===== config.mk =====
export PLATFORM = sky130hd
export DESIGN_NAME = utf8_stream_validator
export DESIGN_NICKNAME = d
export VERILOG_FILES = /design/src/hw/rtl/u8v_pkg.sv /design/src/hw/rtl/u8v_front.sv /design/src/hw/rtl/u8v_queue.sv /design/src/hw/rtl/u8v_back.sv /design/src/hw/rtl/utf8_stream_validator.sv
export SDC_FILE = /design/constraint.sdc
export NUM_CORES = 1
export LEC_CHECK = 0
export ABC_AREA = 1
export BUFFER_PORTS_ARGS = -buffer_cell sky130_fd_sc_hd__buf_2
export CAP_MARGIN = 20
export CELL_PAD_IN_SITES_DETAIL_PLACEMENT = 2
export CELL_PAD_IN_SITES_GLOBAL_PLACEMENT = 2
export CORE_ASPECT_RATIO = 1.4
export CORE_MARGIN = 2
export CORE_UTILIZATION = 39
export CTS_CLUSTER_DIAMETER = 120
export DETAILED_ROUTE_END_ITERATION = 12
export PLACE_DENSITY = 0.9
export RECOVER_POWER = 50
export SYNTH_ARGS = -nofsm -noshare
export SYNTH_HDL_FRONTEND = slang
export SYNTH_SLANG_ARGS = --single-unit

===== constraint.sdc =====
create_clock -name clk -period 1.9 [get_ports clk]
set_input_delay 0.38 -clock clk [delete_from_list [all_inputs] [get_ports clk]]
set_output_delay 0.38 -clock clk [all_outputs]
set_load 0.05 [all_outputs]

===== src/hw/rtl/u8v_pkg.sv =====
// ----------------------------------------------------------------------------
// u8v_pkg
// Shared types and constants of the UTF-8 stream validator.
// ----------------------------------------------------------------------------
package u8v_pkg;

    // Byte ranges for lead bytes
    localparam logic [7:0] LEAD_ASCII_MAX = 8'h7F;
    localparam logic [7:0] LEAD2_MIN      = 8'hC2;
    localparam logic [7:0] LEAD2_MAX      = 8'hDF;
    localparam logic [7:0] LEAD3_MIN      = 8'hE0;
    localparam logic [7:0] LEAD3_MAX      = 8'hEF;
    localparam logic [7:0] LEAD4_MIN      = 8'hF0;
    localparam logic [7:0] LEAD4_MAX      = 8'hF4;

    // Continuation byte tag: 10xxxxxx
    localparam logic [7:0] CONT_MASK      = 8'hC0;
    localparam logic [7:0] CONT_TAG       = 8'h80;

    // Code point limits
    localparam int unsigned CODE_W        = 21;
    localparam logic [CODE_W-1:0]  MIN_THREE     = 21'h000800;
    localparam logic [CODE_W-1:0]  MIN_FOUR      = 21'h010000;
    localparam logic [CODE_W-1:0]  MAX_CODE      = 21'h10FFFF;
    localparam logic [CODE_W-12:0] SURROGATE_TOP = 10'h01B;

    // Sequence lengths and pending counts
    localparam logic [2:0] SEQ_NONE  = 3'd0;
    localparam logic [2:0] SEQ_TWO   = 3'd2;
    localparam logic [2:0] SEQ_THREE = 3'd3;
    localparam logic [2:0] SEQ_FOUR  = 3'd4;

    localparam logic [1:0] PEND_NONE  = 2'd0;
    localparam logic [1:0] PEND_ONE   = 2'd1;
    localparam logic [1:0] PEND_TWO   = 2'd2;
    localparam logic [1:0] PEND_THREE = 2'd3;

    // Depth of the queue between front and back
    localparam int unsigned U8V_QUEUE_DEPTH = 2;

    // How a byte reads when it stands where a lead is expected
    typedef enum logic [2:0] {
        LK_ASCII,
        LK_TWO,
        LK_THREE,
        LK_FOUR,
        LK_BAD
    } lead_kind_t;

    // One classified byte
    typedef struct packed {
        lead_kind_t  kind;
        logic [4:0]  lead_bits;
        logic        is_cont;
        logic [5:0]  cont_bits;
        logic        last;
    } u8v_item_t;

endpackage


===== src/hw/rtl/u8v_front.sv =====
// ----------------------------------------------------------------------------
// u8v_front
// Accepts input words and classifies each byte as lead or continuation.
// ----------------------------------------------------------------------------
module u8v_front
    import u8v_pkg::*;
(
    input  logic       s_tvalid,
    output logic       s_tready,
    input  logic [7:0] data_byte,
    input  logic       last_byte,
    input  logic       q_full,
    output logic       push,
    output u8v_item_t  push_item
);

    lead_kind_t kind;
    logic [4:0] lead_bits;

    always_comb
    begin
        kind      = LK_BAD;
        lead_bits = 5'd0;
        if (data_byte <= LEAD_ASCII_MAX)
        begin
            kind = LK_ASCII;
        end
        else if (data_byte >= LEAD2_MIN && data_byte <= LEAD2_MAX)
        begin
            kind      = LK_TWO;
            lead_bits = data_byte[4:0];
        end
        else if (data_byte >= LEAD3_MIN && data_byte <= LEAD3_MAX)
        begin
            kind      = LK_THREE;
            lead_bits = {1'b0, data_byte[3:0]};
        end
        else if (data_byte >= LEAD4_MIN && data_byte <= LEAD4_MAX)
        begin
            kind      = LK_FOUR;
            lead_bits = {2'b00, data_byte[2:0]};
        end
    end

    assign s_tready            = !q_full;
    assign push                = s_tvalid && !q_full;
    assign push_item.kind      = kind;
    assign push_item.lead_bits = lead_bits;
    assign push_item.is_cont   = (data_byte & CONT_MASK) == CONT_TAG;
    assign push_item.cont_bits = data_byte[5:0];
    assign push_item.last      = last_byte;

endmodule


===== src/hw/rtl/u8v_queue.sv =====
// ----------------------------------------------------------------------------
// u8v_queue
// Short FIFO of classified bytes between the front and the back.
// ----------------------------------------------------------------------------
module u8v_queue
    import u8v_pkg::*;
#(
    parameter int unsigned DEPTH = U8V_QUEUE_DEPTH
)
(
    input  logic      clk,
    input  logic      rst_n,
    input  logic      push,
    input  u8v_item_t push_item,
    output logic      full,
    input  logic      pop,
    output u8v_item_t pop_item,
    output logic      not_empty
);

    localparam int unsigned PW = (DEPTH > 1) ? $clog2(DEPTH) : 1;
    localparam int unsigned CW = $clog2(DEPTH + 1);

    u8v_item_t         slot_reg [DEPTH];
    logic [PW-1:0]     wr_ptr_reg, wr_ptr_next;
    logic [PW-1:0]     rd_ptr_reg, rd_ptr_next;
    logic [CW-1:0]     count_reg,  count_next;
    logic              do_push, do_pop;

    assign full      = count_reg == CW'(DEPTH);
    assign not_empty = count_reg != '0;
    assign do_push   = push && !full;
    assign do_pop    = pop && not_empty;
    assign pop_item  = slot_reg[rd_ptr_reg];

    always_comb
    begin
        wr_ptr_next = wr_ptr_reg;
        rd_ptr_next = rd_ptr_reg;
        count_next  = count_reg;
        if (do_push)
        begin
            wr_ptr_next = (wr_ptr_reg == PW'(DEPTH - 1)) ? '0 : wr_ptr_reg + 1'b1;
        end
        if (do_pop)
        begin
            rd_ptr_next = (rd_ptr_reg == PW'(DEPTH - 1)) ? '0 : rd_ptr_reg + 1'b1;
        end
        case ({do_push, do_pop})
            2'b10:   count_next = count_reg + 1'b1;
            2'b01:   count_next = count_reg - 1'b1;
            default: count_next = count_reg;
        endcase
    end

    always_ff @(posedge clk or negedge rst_n)
    begin
        if (!rst_n)
        begin
            wr_ptr_reg <= '0;
            rd_ptr_reg <= '0;
            count_reg  <= '0;
        end
        else
        begin
            wr_ptr_reg <= wr_ptr_next;
            rd_ptr_reg <= rd_ptr_next;
            count_reg  <= count_next;
        end
    end

    always_ff @(posedge clk)
    begin
        if (do_push)
        begin
            slot_reg[wr_ptr_reg] <= push_item;
        end
    end

endmodule


===== src/hw/rtl/u8v_back.sv =====
// ----------------------------------------------------------------------------
// u8v_back
// Tracks open sequences, gathers code points and registers the verdict.
// ----------------------------------------------------------------------------
module u8v_back
    import u8v_pkg::*;
(
    input  logic      clk,
    input  logic      rst_n,
    input  logic      q_valid,
    input  u8v_item_t item,
    output logic      pop,
    output logic      m_valid,
    input  logic      m_ready,
    output logic      is_valid
);

    logic [1:0]        pending_reg, pending_next;
    logic [2:0]        seq_len_reg, seq_len_next;
    logic [CODE_W-1:0] acc_reg,     acc_next;
    logic              err_reg,     err_next;
    logic              out_valid_reg, out_valid_next;
    logic              out_data_reg,  out_data_next;
    logic [CODE_W-1:0] acc_shift;
    logic              verdict;

    // Hold a last byte while an unread verdict still sits in the output
    assign pop       = q_valid && (!item.last || !out_valid_reg || m_ready);
    assign acc_shift = {acc_reg[CODE_W-7:0], item.cont_bits};
    assign m_valid   = out_valid_reg;
    assign is_valid  = out_data_reg;

    always_comb
    begin
        pending_next   = pending_reg;
        seq_len_next   = seq_len_reg;
        acc_next       = acc_reg;
        err_next       = err_reg;
        out_valid_next = out_valid_reg && !m_ready;
        out_data_next  = out_data_reg;
        verdict        = 1'b0;

        if (pop)
        begin
            if (pending_reg == PEND_NONE)
            begin
                unique case (item.kind)
                    LK_ASCII:
                    begin
                    end
                    LK_TWO:
                    begin
                        seq_len_next = SEQ_TWO;
                        pending_next = PEND_ONE;
                        acc_next     = CODE_W'(item.lead_bits);
                    end
                    LK_THREE:
                    begin
                        seq_len_next = SEQ_THREE;
                        pending_next = PEND_TWO;
                        acc_next     = CODE_W'(item.lead_bits);
                    end
                    LK_FOUR:
                    begin
                        seq_len_next = SEQ_FOUR;
                        pending_next = PEND_THREE;
                        acc_next     = CODE_W'(item.lead_bits);
                    end
                    default:
                    begin
                        err_next = 1'b1;
                    end
                endcase
            end
            else if (!item.is_cont)
            begin
                // Drop the open sequence
                err_next     = 1'b1;
                pending_next = PEND_NONE;
                seq_len_next = SEQ_NONE;
                acc_next     = '0;
            end
            else
            begin
                acc_next     = acc_shift;
                pending_next = pending_reg - 1'b1;
                if (pending_reg == PEND_ONE)
                begin
                    if (seq_len_reg == SEQ_THREE)
                    begin
                        if (acc_shift < MIN_THREE
                            || acc_shift[CODE_W-1:11] == SURROGATE_TOP)
                        begin
                            err_next = 1'b1;
                        end
                    end
                    else if (seq_len_reg == SEQ_FOUR)
                    begin
                        if (acc_shift < MIN_FOUR || acc_shift > MAX_CODE)
                        begin
                            err_next = 1'b1;
                        end
                    end
                    seq_len_next = SEQ_NONE;
                    acc_next     = '0;
                end
            end

            if (item.last)
            begin
                verdict        = !err_next && (pending_next == PEND_NONE);
                out_valid_next = 1'b1;
                out_data_next  = verdict;
                pending_next   = PEND_NONE;
                seq_len_next   = SEQ_NONE;
                acc_next       = '0;
                err_next       = 1'b0;
            end
        end
    end

    always_ff @(posedge clk or negedge rst_n)
    begin
        if (!rst_n)
        begin
            pending_reg   <= PEND_NONE;
            seq_len_reg   <= SEQ_NONE;
            acc_reg       <= '0;
            err_reg       <= 1'b0;
            out_valid_reg <= 1'b0;
        end
        else
        begin
            pending_reg   <= pending_next;
            seq_len_reg   <= seq_len_next;
            acc_reg       <= acc_next;
            err_reg       <= err_next;
            out_valid_reg <= out_valid_next;
        end
    end

    always_ff @(posedge clk)
    begin
        out_data_reg <= out_data_next;
    end

    // No sequence open means nothing gathered
    a_idle_clear: assert property (@(posedge clk) disable iff (!rst_n)
        pending_reg == PEND_NONE |-> seq_len_reg == SEQ_NONE && acc_reg == '0)
        else $error("pending count is zero but sequence state is not clear");

    // An open sequence is always longer than what it still expects
    a_len_covers: assert property (@(posedge clk) disable iff (!rst_n)
        pending_reg != PEND_NONE |-> seq_len_reg > {1'b0, pending_reg})
        else $error("sequence length does not cover pending bytes");

    // A consumed last byte leaves a verdict and a clean state
    a_last_clears: assert property (@(posedge clk) disable iff (!rst_n)
        pop && item.last |=> out_valid_reg && pending_reg == PEND_NONE && !err_reg)
        else $error("last byte did not produce a verdict or clear state");

    // Never overwrite a verdict that has not been taken
    a_no_overrun: assert property (@(posedge clk) disable iff (!rst_n)
        out_valid_reg && !m_ready |-> !(pop && item.last))
        else $error("verdict overwritten before it was taken");

endmodule


===== src/hw/rtl/utf8_stream_validator.sv =====
// ----------------------------------------------------------------------------
// utf8_stream_validator
// Checks a byte stream for well-formed UTF-8, one verdict per buffer.
// ----------------------------------------------------------------------------
//  channel   dir  handshake          payload
//  s_axis    in   s_tvalid/s_tready  s_tdata[7:0] = data_byte, s_tlast = last_byte
//  m_axis    out  m_tvalid/m_tready  m_tdata[0] = is_valid, [7:1] zero
//
//  One byte per cycle sustained while the output keeps up and the queue
//  has room; the front classifies, a short queue feeds the back, which
//  registers the sequence state. m_tvalid rises once the last byte has
//  been written into the queue and the back has popped it and registered
//  its verdict. Reset clears the queue, the sequence state and the output
//  valid flag. A stalled output holds the back only on the next last byte;
//  the queue absorbs the stall and s_tready drops once it is full.
// ----------------------------------------------------------------------------
module utf8_stream_validator
    import u8v_pkg::*;
#(
    parameter int unsigned QUEUE_DEPTH = U8V_QUEUE_DEPTH
)
(
    input  logic       clk,
    input  logic       rst_n,
    input  logic       s_tvalid,
    output logic       s_tready,
    input  logic [7:0] s_tdata,   // [7:0] data_byte
    input  logic       s_tlast,   // last_byte
    output logic       m_tvalid,
    input  logic       m_tready,
    output logic [7:0] m_tdata    // [0] is_valid, [7:1] zero
);

    u8v_item_t push_item, pop_item;
    logic      push, q_full, pop, q_valid, is_valid;

    u8v_front u_front (
        .s_tvalid  (s_tvalid),
        .s_tready  (s_tready),
        .data_byte (s_tdata),
        .last_byte (s_tlast),
        .q_full    (q_full),
        .push      (push),
        .push_item (push_item)
    );

    u8v_queue #(
        .DEPTH (QUEUE_DEPTH)
    ) u_queue (
        .clk       (clk),
        .rst_n     (rst_n),
        .push      (push),
        .push_item (push_item),
        .full      (q_full),
        .pop       (pop),
        .pop_item  (pop_item),
        .not_empty (q_valid)
    );

    u8v_back u_back (
        .clk      (clk),
        .rst_n    (rst_n),
        .q_valid  (q_valid),
        .item     (pop_item),
        .pop      (pop),
        .m_valid  (m_tvalid),
        .m_ready  (m_tready),
        .is_valid (is_valid)
    );

    assign m_tdata = {7'b0, is_valid};

endmodule


# ---- Word level (Yosys, flattened, before mapping)
# Memories as Yosys holds them, arrays and structs flattened.
# Cells that the tools add are included.
dict set report word_totals {
  reg_bits 27
  ram_bits 32
  latch_bits 0
  mem_count 1
  elab_cells 107
  rom_bits 0
}
dict set report classes {
  n_bitwise 0
  add_sub_neg 5
  n_mul 0
  magnitude_cmp 10
  n_reduce_logical 28
  n_mux 40
  eq_ne 14
  n_shift 0
  n_div 0
}
# memory words width rd rd_ports_with_merged_regs write_ports line_no
set mem_list {}
lappend mem_list {u_queue.slot_reg 2 16 1 0 1 u8v_queue.sv:24} ;# u8v_item_t slot_reg [DEPTH];
# op count
set op_table {}
lappend op_table {{$mux W15} 5}
lappend op_table {{$mux W3} 9}
lappend op_table {{$ge A8 B8 Y1 const B} 3}
lappend op_table {{$le A8 B8 Y1 const B} 3}
lappend op_table {{$gt A21 B21 Y1 const B} 1}
lappend op_table {{$lt A21 B12 Y1 const B} 1}
lappend op_table {{$lt A21 B17 Y1 const B} 1}
lappend op_table {{$mux W1} 16}
lappend op_table {{$mux W5} 3}
lappend op_table {{$eq A10 B5 Y1 const B} 1}
lappend op_table {{$eq A3 B2 Y1 const B} 3}
lappend op_table {{$logic_and A1 B1 Y1} 9}
lappend op_table {{$pmux W3 S3} 1}
lappend op_table {{$le A8 B7 Y1 const B} 1}
lappend op_table {{$mux W2} 4}
lappend op_table {{$eq A2 B2 Y1 const B} 3}
lappend op_table {{$pmux W2 S3} 1}
lappend op_table {{$logic_not A1 Y1} 5}
lappend op_table {{$ne A5 B4 Y1 const B} 1}
lappend op_table {{$eq A2 B1 Y1 const B} 2}
lappend op_table {{$logic_not A2 Y1} 2}
lappend op_table {{$logic_or A1 B1 Y1} 4}
lappend op_table {{$ne A4 B4 Y1 const B} 1}
lappend op_table {{$pmux W2 S2} 1}
lappend op_table {{other kinds (12)} 16}

# ---- Longest topological paths before layout
# Gate-level depths: netlist of run 1.
# An unclocked memory read counts as a cell.
dict set report depth {
  depth_word 12
  mapped_depth 12
}

# ---- Modules after synthesis
# Synthesis of run 1 repeated with hierarchy kept, for this count alone.
dict set report unflattened {
  hier_cells 328
  area_unflattened_um2 2982.9
}
# mod n_inst area_per_inst_um2 seq_area_each_um2 cells_each
set modules_own_cells {}
lappend modules_own_cells {u8v_queue 1 1411.4 1061.0 115}
lappend modules_own_cells {u8v_back 1 1270.0 580.6 154}
lappend modules_own_cells {u8v_front 1 237.7 0.0 50}
lappend modules_own_cells {utf8_stream_validator 1 63.8 0.0 9}

# ---- Worst setup path after synthesis of run 1
# Ideal clock, no wire load.
dict set report synth_timing {
  path_type {reg-to-reg}
  start {register u_queue.count_reg[0]}
  end {memory u_queue.slot_reg[1][0] in the netlist's numbering (enable)}
  path_stages_with_launch 5
  required_ps 1510
  t_arrival_ps 1723
  setup_ps 390
  period_less_slack_ps 2113
  path_buffers 0
  setup_slack_ps -213
  path_cell_list {dfrtp_1 inv_2 nand2_1 nand2_1 nor2_1}
}
dict set report synth_via {
  elab_chain_len 6
}
# element line_no
set synth_rtl {}
lappend synth_rtl {{from (decl)} u8v_queue.sv:27} ;# logic [CW-1:0] count_reg, count_next;
lappend synth_rtl {{from (signal assigned)} u8v_queue.sv:68} ;# count_reg <= count_next;
lappend synth_rtl {{$eq A2 B2 Y1 (*)} u8v_queue.sv:30} ;# assign full = count_reg == CW'(DEPTH);
lappend synth_rtl {{$logic_not A1 Y1 (*)} -}
lappend synth_rtl {{via s_tready} utf8_stream_validator.sv:26} ;# output logic s_tready,
lappend synth_rtl {{$logic_and A1 B1 Y1} u8v_front.sv:46} ;# assign push = s_tvalid && !q_full;
lappend synth_rtl {{$logic_and A1 B1 Y1 (*)} u8v_queue.sv:32} ;# assign do_push = push && !full;
lappend synth_rtl {{$mux W1 (*)} u8v_queue.sv:74} ;# if (do_push)
lappend synth_rtl {{$mux W1 (not written as such) (*)} u8v_queue.sv:76} ;# slot_reg[wr_ptr_reg] <= push_item;
lappend synth_rtl {{to (decl)} u8v_queue.sv:24}
# The timed path passes the listed nets; every way through them passes the cells marked *.

# ---- Worst setup path after layout of run 1
dict set report layout_timing {
  start {register u_queue.count_reg[0]}
  end {register u_queue.count_reg[1]}
}
# element line_no
set layout_lines {}
lappend layout_lines {{$reduce_bool A2 Y1 (*)} u8v_queue.sv:31} ;# assign not_empty = count_reg != '0;
lappend layout_lines {{$logic_and A1 B1 Y1 (*)} u8v_back.sv:28} ;# assign pop = q_valid && (!item.last || !out_valid_reg || m_ready);
lappend layout_lines {{via pop} utf8_stream_validator.sv:35} ;# logic push, q_full, pop, q_valid, is_valid;
lappend layout_lines {{$logic_and A1 B1 Y1 (*)} u8v_queue.sv:33} ;# assign do_pop = pop && not_empty;
lappend layout_lines {{$eq A2 B1 Y1 / $eq A2 B2 Y1 (equally long branches)} u8v_queue.sv:49} ;# case ({do_push, do_pop})
lappend layout_lines {{$pmux W2 S2 / $reduce_bool A2 Y1 (equally long branches)} -}
# Marks and branches as above.
# A chain may end at the register's enable or synchronous reset.

==> flow_summary_export.csv, run 1 <==
group,metric,value,unit
run_status,status,"complete, no violations",
layout,fin_nets,319,
timing,rsz0062_at_grt,"false",
timing,fmax,540,MHz
layout,largest_register_ffs,32,
detailed_routing,dr.pass1.iters,4,
floorplan,std_cell_rows,37,
floorplan,die_y,106,um
setup_path,critPathCaptureType,"flip-flop",
setup_path,required,2.12,ns
timing,report.final.slew_viol_count,0,
timing,hold_slack,0.241,ns
timing,skew,0.00462,ns
power_and_ir_drop,power.total,5.68,mW
setup_path,cpMaxStageDelayCell,"dfrtp_1",
timing,setup_viol,0,
worst_hold_path,holdPathEnd,"u_queue.slot_reg[1][0]",
setup_path,reg2reg_depth,8,
detailed_routing,vias,1998,
floorplan,start_util,0.396,
floorplan,core-area,7270,um2
detailed_routing,wire_per_inst,17.8,um
clocking,clk_path_buf_depth,2,
synth,yosysUniqueCellTypes,35,
synth,synth.area.top_cells,"edfxtp_1, dfrtp_1, nand2_1, inv_1, nor2_1",
grt,grt_max_degree,27,
floorplan,dieWidth,76.6,um
grt,grt-ovfl-total,0,
place,hpwlAfterDp,5070,um
clocking,cts_buffers,9,
clocking,clkSlewWorstSetupHoldPaths,0.07,ns
detailed_routing,antenna_left,0,
layout,stdcell_area,3260,um2
place,portBuffers,15,
worst_hold_path,hp-class,"input pin to flip-flop",
setup_path,crit_family,"simple AND/OR/NAND/NOR gates",
synth,ys_ff_latch,59,
power_and_ir_drop,ir_worst_vdd,0.989,mV
layout,areaGrowthSynthToFinish,13.2,%
clocking,h-tree-depth,3,
grt,antenna_found_initial,0,
setup_path,crit_path_start_kind,"flip-flop",
place,gp_congestion,0.819,
setup_path,critical_path.startpoint,"u_queue.count_reg[0]",
synth,synth_cells,279,
run,max-cap-violations,0,
floorplan,num_io_pins,23,
detailed_routing,drc,0,
setup_path,timing.rr.start,"u_queue.count_reg[0]",
clocking,ctsHoldBuffers,0,
setup_path,rr_endpoint,"u_queue.count_reg[1]",
detailed_routing,routed_wl,7210,um
setup_path,slowest_delay,0.44,ns
grt,grt_pass1_vias,2360,
power_and_ir_drop,pwr_density_cell,1740,nW/um2
synth,synth_top_area_share,0.344,
layout,fill_cells,760,
grt,grt_pass1_wl,12100,um
clocking,clkSinkCount,59,
worst_hold_path,whs_path_depth,1,
layout,drive_gt1_frac,0.192,
place,dpl_cell_area,3040,um2
timing,hold_viol_final,0,
setup_path,path_max_fanout,5,
power_and_ir_drop,power.leakage,1.41,nW
synth,syn_area_per_cell,10.3,um2
timing,finalCritPeriodShare,0.975,
synth,netlist_area,2880,um2
setup_path,worstPathArrival,2.07,ns
timing,period_minus_slack,1.85,ns
setup_path,rrSetupSlack,0.05,ns
clocking,cts_tree,"done",
clocking,clock-root-buffer,"clkbuf_8",
clocking,clock_latency,0.34,ns
setup_path,path_cells,"inv_2 > nand2_2 > nand2_1 > nand2_8 > ha_1 > a21oi_1 > o21ai_1 > xor2_1",
setup_path,crit_buf_inv,1,
synth,ys_warn_count,0,
setup_path,worstSetupPathType,"flip-flop to flip-flop",
grt,grt.total_usage,0.195,
synth,yosysSeqAreaShare,0.570,
worst_hold_path,min-delay-start,"s_tlast",
timing,relSlewSlack,0.0263,
clocking,post_cts_buffers,0,
floorplan,die_area,8090,um2
layout,diodes,0,
timing,worst_pin_slew,1.46,ns
timing,final.setup.tns,0,ns
detailed_routing,viasPerCell,4.93,
detailed_routing,drtIter0Drc,98,
synth,yosys.area.top_type,"edfxtp_1",
[layer usage]
layer  GRT usage  vias to the layer above  wire, um
met1       0.213                     1002      2800
met3      0.0283                       14       125
li1            -                      959         -
met4      0.0935                        0       167
met5           0                        -         0
met2       0.367                       23      4110
[final cells by class]
| class | instances | area (um2) | share of cell area |
|---|---|---|---|
| clock inverters | 5 | 77.6 | 0.0238 |
| clock buffers | 11 | 131 | 0.0403 |
| flip-flops and latches | 59 | 1640 | 0.504 |
| repair buffers | 20 | 118 | 0.0361 |
| inverters | 38 | 160 | 0.0492 |
| multi-input cells | 175 | 1010 | 0.309 |
| well taps | 97 | 121 | 0.0373 |
[cell usage in the layout, fill, tap and decap left out, types with 3 or more instances in the layout]
cell,Yosys,routed
clkbuf_8,0,9
inv_2,2,3
buf_2,2,6
nand2_2,6,5
mux2i_1,5,5
inv_1,33,32
buf_4,8,3
nand3_1,13,13
dfrtp_1,26,25
nor2_1,32,30
nand2_8,4,4
nand2_1,52,53
clkbuf_1,0,11
a21oi_1,6,6
o32ai_1,5,5
o21ai_2,8,8
edfxtp_1,33,33
o21ai_0,14,13
conb_1,1,7
[where the power goes]
part           switching (mW)  internal [mW]  total [mW]
clock                   0.506          0.735        1.24
sequential              0.199           1.75        1.94
combinational            1.71          0.784        2.50
[how the worst max path moves through the flow]
stage,endpoint,slack [ns],depth (start not counted)
after floorplan,u_queue.slot_reg[1][0],0.02,4
after global placement,u_back.acc_reg[9],0.13,9
after detailed placement,u_queue.count_reg[1],0.02,10
after CTS,u_queue.count_reg[1],0.01,10
after global routing,u_back.acc_reg[13],0.007,9
final,u_queue.count_reg[1],0.05,8
[cell families (layout without fill, tap and decap cells)]
family / after synthesis / count (layout) / share of synthesized area
AND/OR/NAND/NOR: 118 / 118 / 0.203
AO/OA/AOI/OAI: 39 / 39 / 0.0926
other: 1 / 7 / 0.00130
buffers and inverters: 51 / 74 / 0.0930
adder cells (fa/ha/maj): 3 / 3 / 0.0130
XOR/XNOR: 3 / 3 / 0.00913
multiplexers: 5 / 5 / 0.0174
flip-flops: 59 / 59 / 0.570
[per-stage QoR]
step                       util  instances  setup WS [ns]
after floorplan               -        285         0.0187
after global placement    0.419        389          0.127
after detailed placement  0.419        389         0.0220
after CTS                 0.448        405         0.0135
after global routing      0.448        405        0.00723
final                     0.448        405         0.0475
[synth_stat cells]
master	n
or2_2	1
buf_6	2
o32ai_1	5
inv_6	2
nand2_2	6
nor2_4	2
nor2_1	32
buf_4	8
nand2_4	1
dfrtp_1	26
a21oi_1	6
buf_8	1
xor2_1	2
o31ai_1	2
nand3b_1	1
edfxtp_1	33
xnor2_1	1
ha_1	3
buf_2	2
conb_1	1
o22ai_1	2
inv_2	2
nor3_1	2
mux2i_1	5
o21ai_0	14
inv_1	33
nor4_1	1
inv_8	1
nand2_1	52
nand4_1	2
o31ai_2	2
nand2_8	4
o21ai_2	8
nand3_2	1
nand3_1	13
[timing repair]
item	in CTS	in global routing
hold endpoints to repair	0	0
gates resized for setup	2	4
setup endpoints to repair	16	20
(Power assumes the default switching activity.)
==> inputs of run 2 (changes only) <==
PLACE_DENSITY = 0.76   (was 0.9)
==> run 2 against run 1 <==
  * The flow now finishes with violations (max-capacitance violations, max-slew violations)
  * Die area unchanged
  * Largest cell class unchanged
  * Global-route usage shrank 0.68 points
  * Critical endpoint is now u_back.acc_reg[8]
  * Non-clock buffer count is 4 higher
  * Critical path depth grew 1
  * Routed wire length is 4.5% lower
  * Clock-buffer cell count down 2
  * Maximum frequency grew 4.0%
  * Flip-flop and latch count unchanged
==> flow_summary_export.csv, run 2 (synthesis gave the netlist of run 1 again) <==
group,metric,value,unit
layout,layout_commonest_cell,"nand2_1",
layout,areaGrowthSynthToFinish,14.8,%
setup_path,worstPathArrival,2.01,ns
power_and_ir_drop,internal_power,3.34,mW
detailed_routing,drc,0,
timing,report.final.slew_viol_count,27,
grt,grt.total_usage,0.189,
power_and_ir_drop,ir_worst_vdd,0.741,mV
setup_path,path_max_fanout,18,
floorplan,die_y,106,um
layout,diodes,0,
layout,fin_nets,323,
power_and_ir_drop,pwr_density_cell,1760,nW/um2
setup_path,critPathCaptureType,"flip-flop",
floorplan,start_util,0.396,
power_and_ir_drop,swShare,0.424,
floorplan,dieWidth,76.6,um
grt,grt_pass1_vias,2306,
clocking,clock_latency,0.34,ns
setup_path,crit_path_start_kind,"flip-flop",
grt,grt_pass1_wl,11500,um
timing,hold_viol_final,0,
timing,worst_pin_slew,1.53,ns
timing,skew,0.0131,ns
clocking,clkSinkCount,59,
layout,final_cell_mix,"nand2_1, edfxtp_1, inv_1",
timing,relSlewSlack,-0.0168,
place,gp_congestion,0.789,
detailed_routing,dr.pass1.iters,4,
timing,period_minus_slack,1.78,ns
detailed_routing,viasPerCell,4.82,
clocking,clkSlewWorstSetupHoldPaths,0.08,ns
power_and_ir_drop,p_sw,2.46,mW
floorplan,die_area,8090,um2
timing,setup_viol,0,
grt,antenna_found_initial,0,
detailed_routing,antenna_left,0,
place,hpwlAfterDp,4730,um
layout,stdcell_area,3300,um2
place,portBuffers,15,
power_and_ir_drop,seqPwrFrac,0.333,
clocking,ctsHoldBuffers,0,
detailed_routing,drtIter0Drc,66,
floorplan,std_cell_rows,37,
floorplan,num_io_pins,23,
power_and_ir_drop,combPwrFrac,0.445,
run_status,status,"finished with violations",
floorplan,core-area,7270,um2
clocking,clk_path_buf_depth,2,
worst_hold_path,hp-class,"input pin to flip-flop",
detailed_routing,routed_wl,6880,um
timing,finalCritPeriodShare,0.937,
clocking,cts_buffers,9,
clocking,clock-root-buffer,"clkbuf_8",
run,max-cap-violations,1,
power_and_ir_drop,power.total,5.80,mW
power_and_ir_drop,clkPwrFrac,0.222,
detailed_routing,vias,1972,
detailed_routing,wire_per_inst,16.8,um
layout,largest_register_ffs,32,
layout,fin_util,0.454,
setup_path,worstSetupPathType,"flip-flop to flip-flop",
grt,grt_max_degree,27,
power_and_ir_drop,power.leakage,1.44,nW
grt,grt-ovfl-total,0,
clocking,cts_tree,"done",
layout,drive_gt1_frac,0.212,
clocking,h-tree-depth,3,
run_status,violations,"max-capacitance violations, max-slew violations",
timing,fmax,562,MHz
place,dpl_cell_area,3070,um2
setup_path,required,2.12,ns
-- run 2: cell type report --
class | count | area, um2
inverter | 38 | 160
timing repair buffer | 24 | 153
sequential | 59 | 1640
clock buffer | 9 | 124
clock inverter | 7 | 98.8
tap | 97 | 121
multi-input combinational | 175 | 1000
fill | 773 | 3970
-- run 2: power groups by stage --
stage,Combinational [mW],Clock (mW),Sequential [mW]
floorplan,1.92,0,1.91
global placement,2.39,0,1.92
detailed placement,2.47,0,1.95
CTS,2.56,1.31,1.93
global route,2.86,1.36,1.97
finish,2.58,1.29,1.93
-- run 2: worst paths after layout --
kind                                             from                endpoint  slack, ns  cells after the start
min in group asynchronous                       rst_n      u_back.acc_reg[11]       0.40                      1
max in group asynchronous                       rst_n      u_queue.rd_ptr_reg       0.49                      1
worst max register to register  u_back.pending_reg[1]       u_back.acc_reg[8]       0.12                      9
worst min-delay path                       s_tdata[3]  u_queue.slot_reg[1][4]       0.27                      1
worst min register to register     u_back.acc_reg[12]      u_back.acc_reg[12]       0.50                      2
worst max-delay path            u_back.pending_reg[1]       u_back.acc_reg[8]       0.12                      9
-- run 2: per-layer routing --
metal | part of all wire | GRT usage | up-vias | wire length [um]
li1 | - | - | 968 | -
met1 | 0.38 | 0.194 | 962 | 2610
met2 | 0.57 | 0.357 | 29 | 3960
met3 | 0.022 | 0.0342 | 13 | 152
met4 | 0.023 | 0.101 | 0 | 160
met5 | 0 | 0 | - | 0
-- run 2: what timing repair did --
action,4_1_cts,5_1_grt
pin swaps,0,1
resized for setup,1,6
setup buffers,0,1
endpoints found under the setup margin,4,21
-- run 2: through the flow --
step           cells  hold slack [ns]  worst slack, ns  TNS, ns
3_3_place_gp     392            0.431            0.139        0
3_5_place_dp     392            0.443           0.0722        0
4_1_cts          408           0.0695           0.0115        0
6_report         409            0.271            0.119        0
2_1_floorplan    285           0.0844           0.0187        0
5_1_grt          409            0.268         -0.00710  -0.0128
-- run 2: worst max-delay path, stage by stage (launching register included) --
cell and delay [ns]:
dfrtp_1 0.37, inv_1 0.16, ha_1 0.28, inv_1 0.15, nor2_4 0.17, nand3_2 0.12, nand2_4 0.15, inv_6 0.10
nand3_1 0.10, o21ai_2 0.06
